<file path="src/rtl/s2ok_pkg.sv">
package s2ok_pkg;

   localparam int ChanBits = 8;
   localparam int CodeMax = (1 << ChanBits) - 1;
   localparam int LinBits = 16;
   localparam int FracBits = 15;
   localparam int LmsBits = 32;
   localparam int CrBits = 31;
   localparam int CoefBits = 18;
   localparam int CrSteps = 31;
   localparam longint TenE10 = 64'sd10000000000;
   localparam longint unsigned Q30One = 64'd1 << 30;
   localparam longint unsigned TenE10Half = longint'(TenE10 / 2);
   localparam longint unsigned LinHalf = 1292 * CodeMax;
   localparam longint unsigned LinDen = 2 * 1292 * CodeMax;
   localparam longint unsigned CurveHalf = (1055 * CodeMax) / 2;
   localparam longint unsigned CurveDen = 1055 * CodeMax;

   typedef struct packed {
      logic       valid;
      logic [7:0] alpha;
   } tag_type;

   typedef logic [LinBits-1:0] lin_table_type [256];

   function automatic longint unsigned mul30(longint unsigned a, longint unsigned b);
      return (a * b) >> 30;
   endfunction

   // Restoring division, used only while the constant tables are built.
   function automatic longint unsigned udiv(longint unsigned n, longint unsigned d);
      longint unsigned q;
      longint unsigned r;
      q = 0;
      r = 0;
      for (int bt = 63; bt >= 0; bt--) begin
         r = (r << 1) | ((n >> bt) & 64'd1);
         if (r >= d) begin
            r = r - d;
            q = q | (64'd1 << bt);
         end
      end
      return q;
   endfunction

   function automatic longint unsigned fifth_root(longint unsigned u);
      longint unsigned r;
      longint unsigned c;
      longint unsigned p;
      r = 0;
      if (u >= Q30One) begin
         return Q30One;
      end
      for (int bt = 29; bt >= 0; bt--) begin
         c = r | (64'd1 << bt);
         p = mul30(mul30(mul30(mul30(c, c), c), c), c);
         if (p <= u) begin
            r = c;
         end
      end
      return r;
   endfunction

   // The sRGB decode curve, evaluated once at elaboration.
   function automatic lin_table_type build_lin_table();
      lin_table_type tbl;
      longint unsigned c;
      longint unsigned t;
      longint unsigned u;
      longint unsigned w;
      longint unsigned v;
      for (int code = 0; code < 256; code++) begin
         c = longint'(code) & longint'(CodeMax);
         if (c * 100000 <= 4045 * CodeMax) begin
            tbl[code] = LinBits'(udiv(c * 65535 * 200 + LinHalf, LinDen));
         end else begin
            t = udiv(((1000 * c + 55 * CodeMax) << 30) + CurveHalf, CurveDen);
            u = (t * t + (Q30One >> 1)) >> 30;
            w = fifth_root(u);
            v = mul30(u, w);
            tbl[code] = LinBits'((v * 65535 + (Q30One >> 1)) >> 30);
         end
      end
      return tbl;
   endfunction

   function automatic longint coef_q(longint k);
      longint unsigned mag;
      longint unsigned q;
      mag = (k < 0) ? longint'(-k) : longint'(k);
      q = udiv((mag << FracBits) + TenE10Half, longint'(TenE10));
      return (k < 0) ? -longint'(q) : longint'(q);
   endfunction

   localparam lin_table_type LinTable = build_lin_table();

   localparam logic [LinBits-1:0] LmsCoef [3][3] = '{
      '{LinBits'(coef_q(64'sd4122214708)), LinBits'(coef_q(64'sd5363325363)),
        LinBits'(coef_q(64'sd514459929))},
      '{LinBits'(coef_q(64'sd2119034982)), LinBits'(coef_q(64'sd6806995451)),
        LinBits'(coef_q(64'sd1073969566))},
      '{LinBits'(coef_q(64'sd883024619)), LinBits'(coef_q(64'sd2817188376)),
        LinBits'(coef_q(64'sd6299787005))}
   };

   localparam logic signed [CoefBits-1:0] LabCoef [3][3] = '{
      '{CoefBits'(coef_q(64'sd2104542553)), CoefBits'(coef_q(64'sd7936177850)),
        CoefBits'(coef_q(-64'sd40720468))},
      '{CoefBits'(coef_q(64'sd19779984951)), CoefBits'(coef_q(-64'sd24285922050)),
        CoefBits'(coef_q(64'sd4505937099))},
      '{CoefBits'(coef_q(64'sd259040371)), CoefBits'(coef_q(64'sd7827717662)),
        CoefBits'(coef_q(-64'sd8086757660))}
   };

endpackage

</file>
<file path="src/rtl/s2ok_lms.sv">
module s2ok_lms (
   input  logic                                 clock,
   input  logic                                 reset,
   input  logic                                 en,
   input  s2ok_pkg::tag_type                    in_tag,
   input  logic [7:0]                           red,
   input  logic [7:0]                           green,
   input  logic [7:0]                           blue,
   output s2ok_pkg::tag_type                    out_tag,
   output logic [2:0][s2ok_pkg::LmsBits-1:0]    lms
);

   s2ok_pkg::tag_type                       tag_ff [6];
   logic [2:0][s2ok_pkg::LinBits-1:0]       lin_ff;
   logic [31:0]                             prod_ff [3][3];
   logic [49:0]                             num_ff [3];
   logic [49:0]                             numq_ff [3];
   logic [33:0]                             quot_ff [3];
   logic [33:0]                             quotr_ff [3];
   logic [19:0]                             rem_ff [3];
   logic [2:0][s2ok_pkg::LmsBits-1:0]       lms_ff;
   logic [7:0]                              code [3];

   assign code[0] = red;
   assign code[1] = green;
   assign code[2] = blue;

   always_ff @(posedge clock) begin
      if (reset) begin
         for (int s = 0; s < 6; s++) begin
            tag_ff[s] <= '0;
         end
      end else if (en) begin
         tag_ff[0] <= in_tag;
         for (int s = 1; s < 6; s++) begin
            tag_ff[s] <= tag_ff[s-1];
         end
      end
   end

   // Division by 65535 uses the geometric series of 2^-16 and a small correction.
   always_ff @(posedge clock) begin
      if (en) begin
         for (int i = 0; i < 3; i++) begin
            lin_ff[i] <= s2ok_pkg::LinTable[code[i]];
            for (int j = 0; j < 3; j++) begin
               prod_ff[i][j] <= 32'(s2ok_pkg::LmsCoef[i][j]) * 32'(lin_ff[j]);
            end
            num_ff[i] <= ({16'd0, 34'(prod_ff[i][0]) + 34'(prod_ff[i][1]) + 34'(prod_ff[i][2])}
                          << 15) + 50'd32767;
            quot_ff[i] <= 34'(num_ff[i] >> 16) + 34'(num_ff[i] >> 32) + 34'(num_ff[i] >> 48);
            numq_ff[i] <= num_ff[i];
            rem_ff[i] <= 20'(numq_ff[i] - ({16'd0, quot_ff[i]} << 16) + {16'd0, quot_ff[i]});
            quotr_ff[i] <= quot_ff[i];
            lms_ff[i] <= s2ok_pkg::LmsBits'(quotr_ff[i]
                         + 34'(rem_ff[i] >= 20'd65535) + 34'(rem_ff[i] >= 20'd131070)
                         + 34'(rem_ff[i] >= 20'd196605) + 34'(rem_ff[i] >= 20'd262140));
         end
      end
   end

   assign out_tag = tag_ff[5];
   assign lms = lms_ff;

endmodule

</file>
<file path="config.mk">
export PLATFORM = sky130hd
export DESIGN_NAME = s2ok_lms
export DESIGN_NICKNAME = d
export VERILOG_FILES = /design/src/rtl/s2ok_pkg.sv /design/src/rtl/s2ok_lms.sv
export SDC_FILE = /design/constraint.sdc
export NUM_CORES = 2
export LEC_CHECK = 0
export BUFFER_PORTS_ARGS = -buffer_cell sky130_fd_sc_hd__buf_2
export CORE_ASPECT_RATIO = 0.8
export CORE_MARGIN = 4
export CORE_UTILIZATION = 50
export CTS_CLUSTER_SIZE = 24
export DETAILED_ROUTE_END_ITERATION = 7
export PLACE_DENSITY = 0.68
export SLEW_MARGIN = 40
export SYNTH_ARGS = -nofsm -noshare
export SYNTH_HDL_FRONTEND = slang
export SYNTH_SLANG_ARGS = --single-unit
export TNS_END_PERCENT = 30
</file>
<file path="constraint.sdc">
create_clock -name clock -period 6.3 [get_ports clock]
set_clock_uncertainty 0.2 [all_clocks]
set_input_delay 1.26 -clock clock [delete_from_list [all_inputs] [get_ports clock]]
set_output_delay 1.26 -clock clock [all_outputs]
set_load 0.02 [all_outputs]
</file>
-- After elaboration in Yosys (flattened, before gate mapping)
Memories as Yosys holds them, arrays and structs flattened. A register that Yosys moved wholly into a read port is not among the register bits.
Index checks and enable logic that the tools add are counted.
- bits in registers: 96
- memories: 10
- bits in writable memories: 894
- output and inout bits: 105
- input bits: 36
- memory bits (read-only): 12288
- logic and storage cells: 88
- bitwise logic cells: 9
- multiplexer cells: 12
- add/subtract/negate cells: 33
- multipliers: 9
- $lt $le $gt $ge: 12
- memories (memory ; depth ; width ; rd ports ; clocked after memory_dff ; write ports ; RTL line ; RTL):
    (no name shown) ; 256 ; 16 ; 1 ; 1 ; 0 ; s2ok_lms.sv:45 ; lin_ff[i] <= s2ok_pkg::LinTable[code[i]];
    (no name shown) ; 256 ; 16 ; 1 ; 1 ; 0 ; s2ok_lms.sv:45 ;
    (no name shown) ; 256 ; 16 ; 1 ; 1 ; 0 ; s2ok_lms.sv:45 ;
    prod_ff ; 3 ; 92 ; 3 ; 0 ; 3 ; s2ok_lms.sv:15 ; logic [31:0] prod_ff [3][3];
    num_ff ; 3 ; 50 ; 3 ; 0 ; 3 ; s2ok_lms.sv:16 ; logic [49:0] num_ff [3];
    numq_ff ; 3 ; 50 ; 3 ; 0 ; 3 ; s2ok_lms.sv:17 ; logic [49:0] numq_ff [3];
    +4 memories ; - ; - ; - ; - ; - ; - ;
- operator list (cell ; count):
    32-bit by 1-bit adder with 32-bit output ; 12
    49-bit by 15-bit adder with 50-bit output, second input constant ; 3
    20-bit by 18-bit >= comparator with 1-bit output, second input constant ; 6
    33-bit by 32-bit adder with 34-bit output ; 3
    34-bit by 18-bit adder with 34-bit output ; 3
    34-bit by 2-bit adder with 34-bit output ; 3
    32-bit by 32-bit adder with 33-bit output ; 3
    15-bit by 16-bit multiplier with 31-bit output, first input constant ; 3
    12-bit by 16-bit multiplier with 28-bit output, first input constant ; 3
    20-bit adder ; 3
    20-bit by 16-bit >= comparator with 1-bit output, second input constant ; 3
    20-bit by 17-bit >= comparator with 1-bit output, second input constant ; 3
    20-bit subtractor ; 3
    9-bit 2-to-1 mux ; 6
    14-bit by 16-bit multiplier with 30-bit output, first input constant ; 1
    8-bit NOT with 9-bit output ; 3
    10-bit by 16-bit multiplier with 26-bit output, first input constant ; 1
    8-bit by 16-bit multiplier with 24-bit output, first input constant ; 1
    1-bit 2-to-1 mux ; 6
    1-bit bitwise OR ; 6

-- Depth between registers and ports, before layout
An unclocked memory read counts as a cell.
- depth after elaboration: 6
- mapped depth: 23
- depth with buffers taken out: 23

-- Worst setup path after synthesis
OpenSTA, ideal clock, no wires.
- path kind: flip-flop to flip-flop
- start: register lin_ff[27] in the netlist's numbering
- end: memory prod_ff[0][60] in the netlist's numbering (data pin)
- setup slack: 430 ps
- data arrival time: 5412 ps
- cell stages (with the launch flop): 22
- period minus slack after synthesis: 5870 ps
- library setup time: 258 ps
- cell sequence: edfxtp_1 inv_1 fa_1 inv_1 ha_1 ha_1 fa_1 fa_1 inv_1 fa_1 inv_1 ha_1 a21o_1 a21o_1 a21oi_1 o31ai_1 o31ai_1 o21ai_1 a31oi_1 o21bai_1 a21oi_1 xnor2_1
- RTL lines (what ; RTL line ; RTL):
    start: declaration ; s2ok_lms.sv:14 ; logic [2:0][s2ok_pkg::LinBits-1:0] lin_ff;
    end: declaration ; s2ok_lms.sv:15 ;

==> flow_summary.yaml <==
cts:
  clk_pin_slew_ns: 0.07
  ctsHoldBuffers: 0
  cts_root_buf: "clkbuf_16"
  cts_buffers: 90
  clock_latency_ns: 0.70
  tritoncts: "yes"
  cts_htree_levels: 3
  clock_sinks: 804
  clockBufferDepth: 3
critical_path:
  crit_type: "flip-flop to flip-flop"
  critPathCaptureType: "flip-flop"
  worstPathCellList: "buf_4 > ha_1 > inv_1 > fa_1 > inv_1 > ha_1 > ha_1 > fa_1 > fa_1 > ha_1 > a21oi_1 > a21boi_0 > or4_1 > o211ai_1 > a21bo_1 > o21a_1 > o21ai_1 > o41a_1 > xor2_1"
  slowest_delay_ns: 0.56
  worstPathArrival_ns: 6.34
  reg2reg_depth: 19
  reg2reg_from: "lin_ff[27]"
  r2r_setup_slack_ns: 0.21
  cp_slowest_cell: "fa_1"
  start_kind: "flip-flop"
  crit_buf_inv: 3
  worstPathMaxFanout: 14
  r2r_end: "prod_ff[2][60]"
  critPathTopFamily: "adder cells"
  cpMostUsedCell: "ha_1"
  required_ns: 6.55
worst_hold_path:
  hold_class: "flip-flop to flip-flop"
  min_from: "quot_ff[0][28]"
  min_path_cells: 0
  hold-path-endpoint: "quotr_ff[0][28]"
final_layout:
  layout_common_cells: "ha_1 (1130), inv_1 (1035), edfxtp_1 (804), fa_1 (570), a21oi_1 (558)"
  instances_no_fill: 10400
  drive_gt1_share_pct: 6.59
  syn_to_final_growth_pct: 8.52
  nNetsFinal: 9895
  layout.cells.most_common: "ha_1"
yosys:
  synthFlopType: "edfxtp_1"
  yosysWarnings: 0
  seq_area_frac_synth_pct: 30.1
  postSynthCellCount: 8047
  syn_nets: 9783
  yosysUniqueCellTypes: 85
  syn_avg_cell_area_um2: 9.98
  synth-seq-cells: 804
  netlist_area_um2: 80300
  async_reset_ff_share_pct: 0
  synth_edf_count: 804
floorplan:
  die_w_um: 456
  start_util_pct: 50.3
  top_level_ports: 141
  die_h_um: 366
  fp.dieArea_um2: 167000
  rows: 131
  core_area_um2: 159000
place:
  hpwl_um: 187000
  place_congestion: 0.995
  port_buffers: 140
  dp.cells: 10200
timing:
  slew_headroom_pct: 39.7
  setup-violations-final: 0
  hold_viol: 0
  grt_setup_unrepaired: "true"
  clock.fmax_ghz: 0.164
  slew_violations: 0
  holdWs_ns: 0.212
  tightest_slew_ns: 0.904
  period_needed_ns: 6.09
  fin_crit_sh_pct: 96.7
drt:
  routed_wl_um: 239000
  final_antenna_net_count: 0
  wl_per_cell_um: 23.1
  via_count: 62200
  via_per_inst: 6.01
  drc: 0
  firstDrtPassIters: 6
  drt_iter0_drc: 7217
global_routing:
  grt_max_degree: 151
  grt_pass1_vias: 60800
  grt_pass1_wl_um: 366000
  antenna_found_initial: 15
  grtUsageTotal_pct: 28.0
  grt_overflow: 0
run:
  drv_cap: 0
status:
  outcome: "completed"
==> metal layers <==
metal	wire, um	part of all wire (%)	track usage, %
met5	70	0.029	0
met4	7500	3.1	8.29
met3	21400	8.9	5.45
met2	102000	43	41.6
met1	108000	45	41.6
==> stage by stage <==
stage	area [um2]	setup TNS, ns	util, %	setup WS, ns
floorplan	80300	0	-	0.430
global placement	84000	0	52.7	0.190
detailed placement	84000	0	52.7	0.162
CTS	87000	0	54.5	0.117
global route	87100	-0.0232	54.6	-0.0232
finish	87100	0	54.6	0.211
==> cells in the mapped netlist, drive strengths merged, types with 13 or more instances <==
cell type     n  area share, %
a211oi       98           0.93
a21boi       19           0.18
a21o        177            1.7
a21oi       565            3.6
a221oi       24           0.26
a22oi        17           0.16
a311oi       48           0.52
a31oi        90           0.70
and2         76           0.59
and3         55           0.43
buf          84           0.42
clkbuf      224            1.0
edfxtp      804             30
fa          570             14
ha         1130             18
inv        1043            4.9
mux2i        17           0.21
mux4         28           0.79
nand2       509            2.4
nand2b       71           0.55
nand3       159           0.99
nand3b       13           0.12
nand4        67           0.52
nor2        472            2.2
nor2b        61           0.48
nor3        124           0.77
nor3b        18           0.17
o211ai       84           0.79
o21a         43           0.40
o21ai       447            2.8
o21bai       51           0.48
o221ai       25           0.27
o22ai        48           0.37
o311ai       29           0.32
o31ai        31           0.31
or2          18           0.14
or3          27           0.21
xnor2       357            3.9
xor2        160            1.7
==> worst register-to-register path, stage by stage, from the launching register on <==
cell and delay [ns]:
edfxtp_1 0.38, buf_4 0.24, ha_1 0.32, inv_1 0.08, fa_1 0.51, inv_1 0.04
ha_1 0.29, ha_1 0.32, fa_1 0.56, fa_1 0.42, ha_1 0.39, a21oi_1 0.19
a21boi_0 0.17, or4_1 0.44, o211ai_1 0.23, a21bo_1 0.21, o21a_1 0.18, o21ai_1 0.12
o41a_1 0.40, xor2_1 0.15
==> layout make-up <==
cell class / count / area (um2)
diodes: 4 / 10.0
clock buffers: 104 / 2330
clock inverters: 58 / 668
fillers: 14000 / 72400
inverters: 1046 / 3930
multi-input cells: 5889 / 51100
flip-flops and latches: 804 / 24100
well taps: 2128 / 2660
repair buffers: 328 / 2270
==> kinds of logic (layout without fill, tap and decap cells) <==
family	after synthesis	in the layout	synth area share [%]
AO/OA/AOI/OAI	1924	1924	15.2
AND/OR/NAND/NOR	1702	1702	9.88
adder cells (fa/ha/maj)	1701	1701	31.8
buffers and inverters	1354	1536	6.35
flip-flops	804	804	30.1
XOR/XNOR	517	517	5.64
multiplexers	45	45	0.998
other	0	4	0
==> worst max-delay path by stage <==
stage               slack [ns]        from        endpoint  cells past startpoint
floorplan                 0.43  lin_ff[27]  prod_ff[0][60]                     21
global placement          0.19  lin_ff[23]  prod_ff[2][59]                     22
detailed placement        0.16  lin_ff[23]  prod_ff[2][59]                     22
CTS                       0.12  lin_ff[23]  prod_ff[2][59]                     22
global route             -0.02  lin_ff[26]  prod_ff[0][60]                     22
finish                    0.21  lin_ff[27]  prod_ff[2][60]                     19
==> registers in the layout, summed over array words and instances, names as in the netlist <==
signal and cells:
numq_ff 15, quotr_ff 96, quot_ff 96, lin_ff 48, num_ff 96, tag_ff 54, lms 96, rem_ff 60
prod_ff 243
==> what timing repair did <==
action | in CTS | in global routing
setup buffers | 0 | 3
resized for setup | 0 | 9
endpoints found under the setup margin | 0 | 13
Power is not shown: default switching activity piles up to over one toggle a cycle in this logic, so the estimate is an artifact.
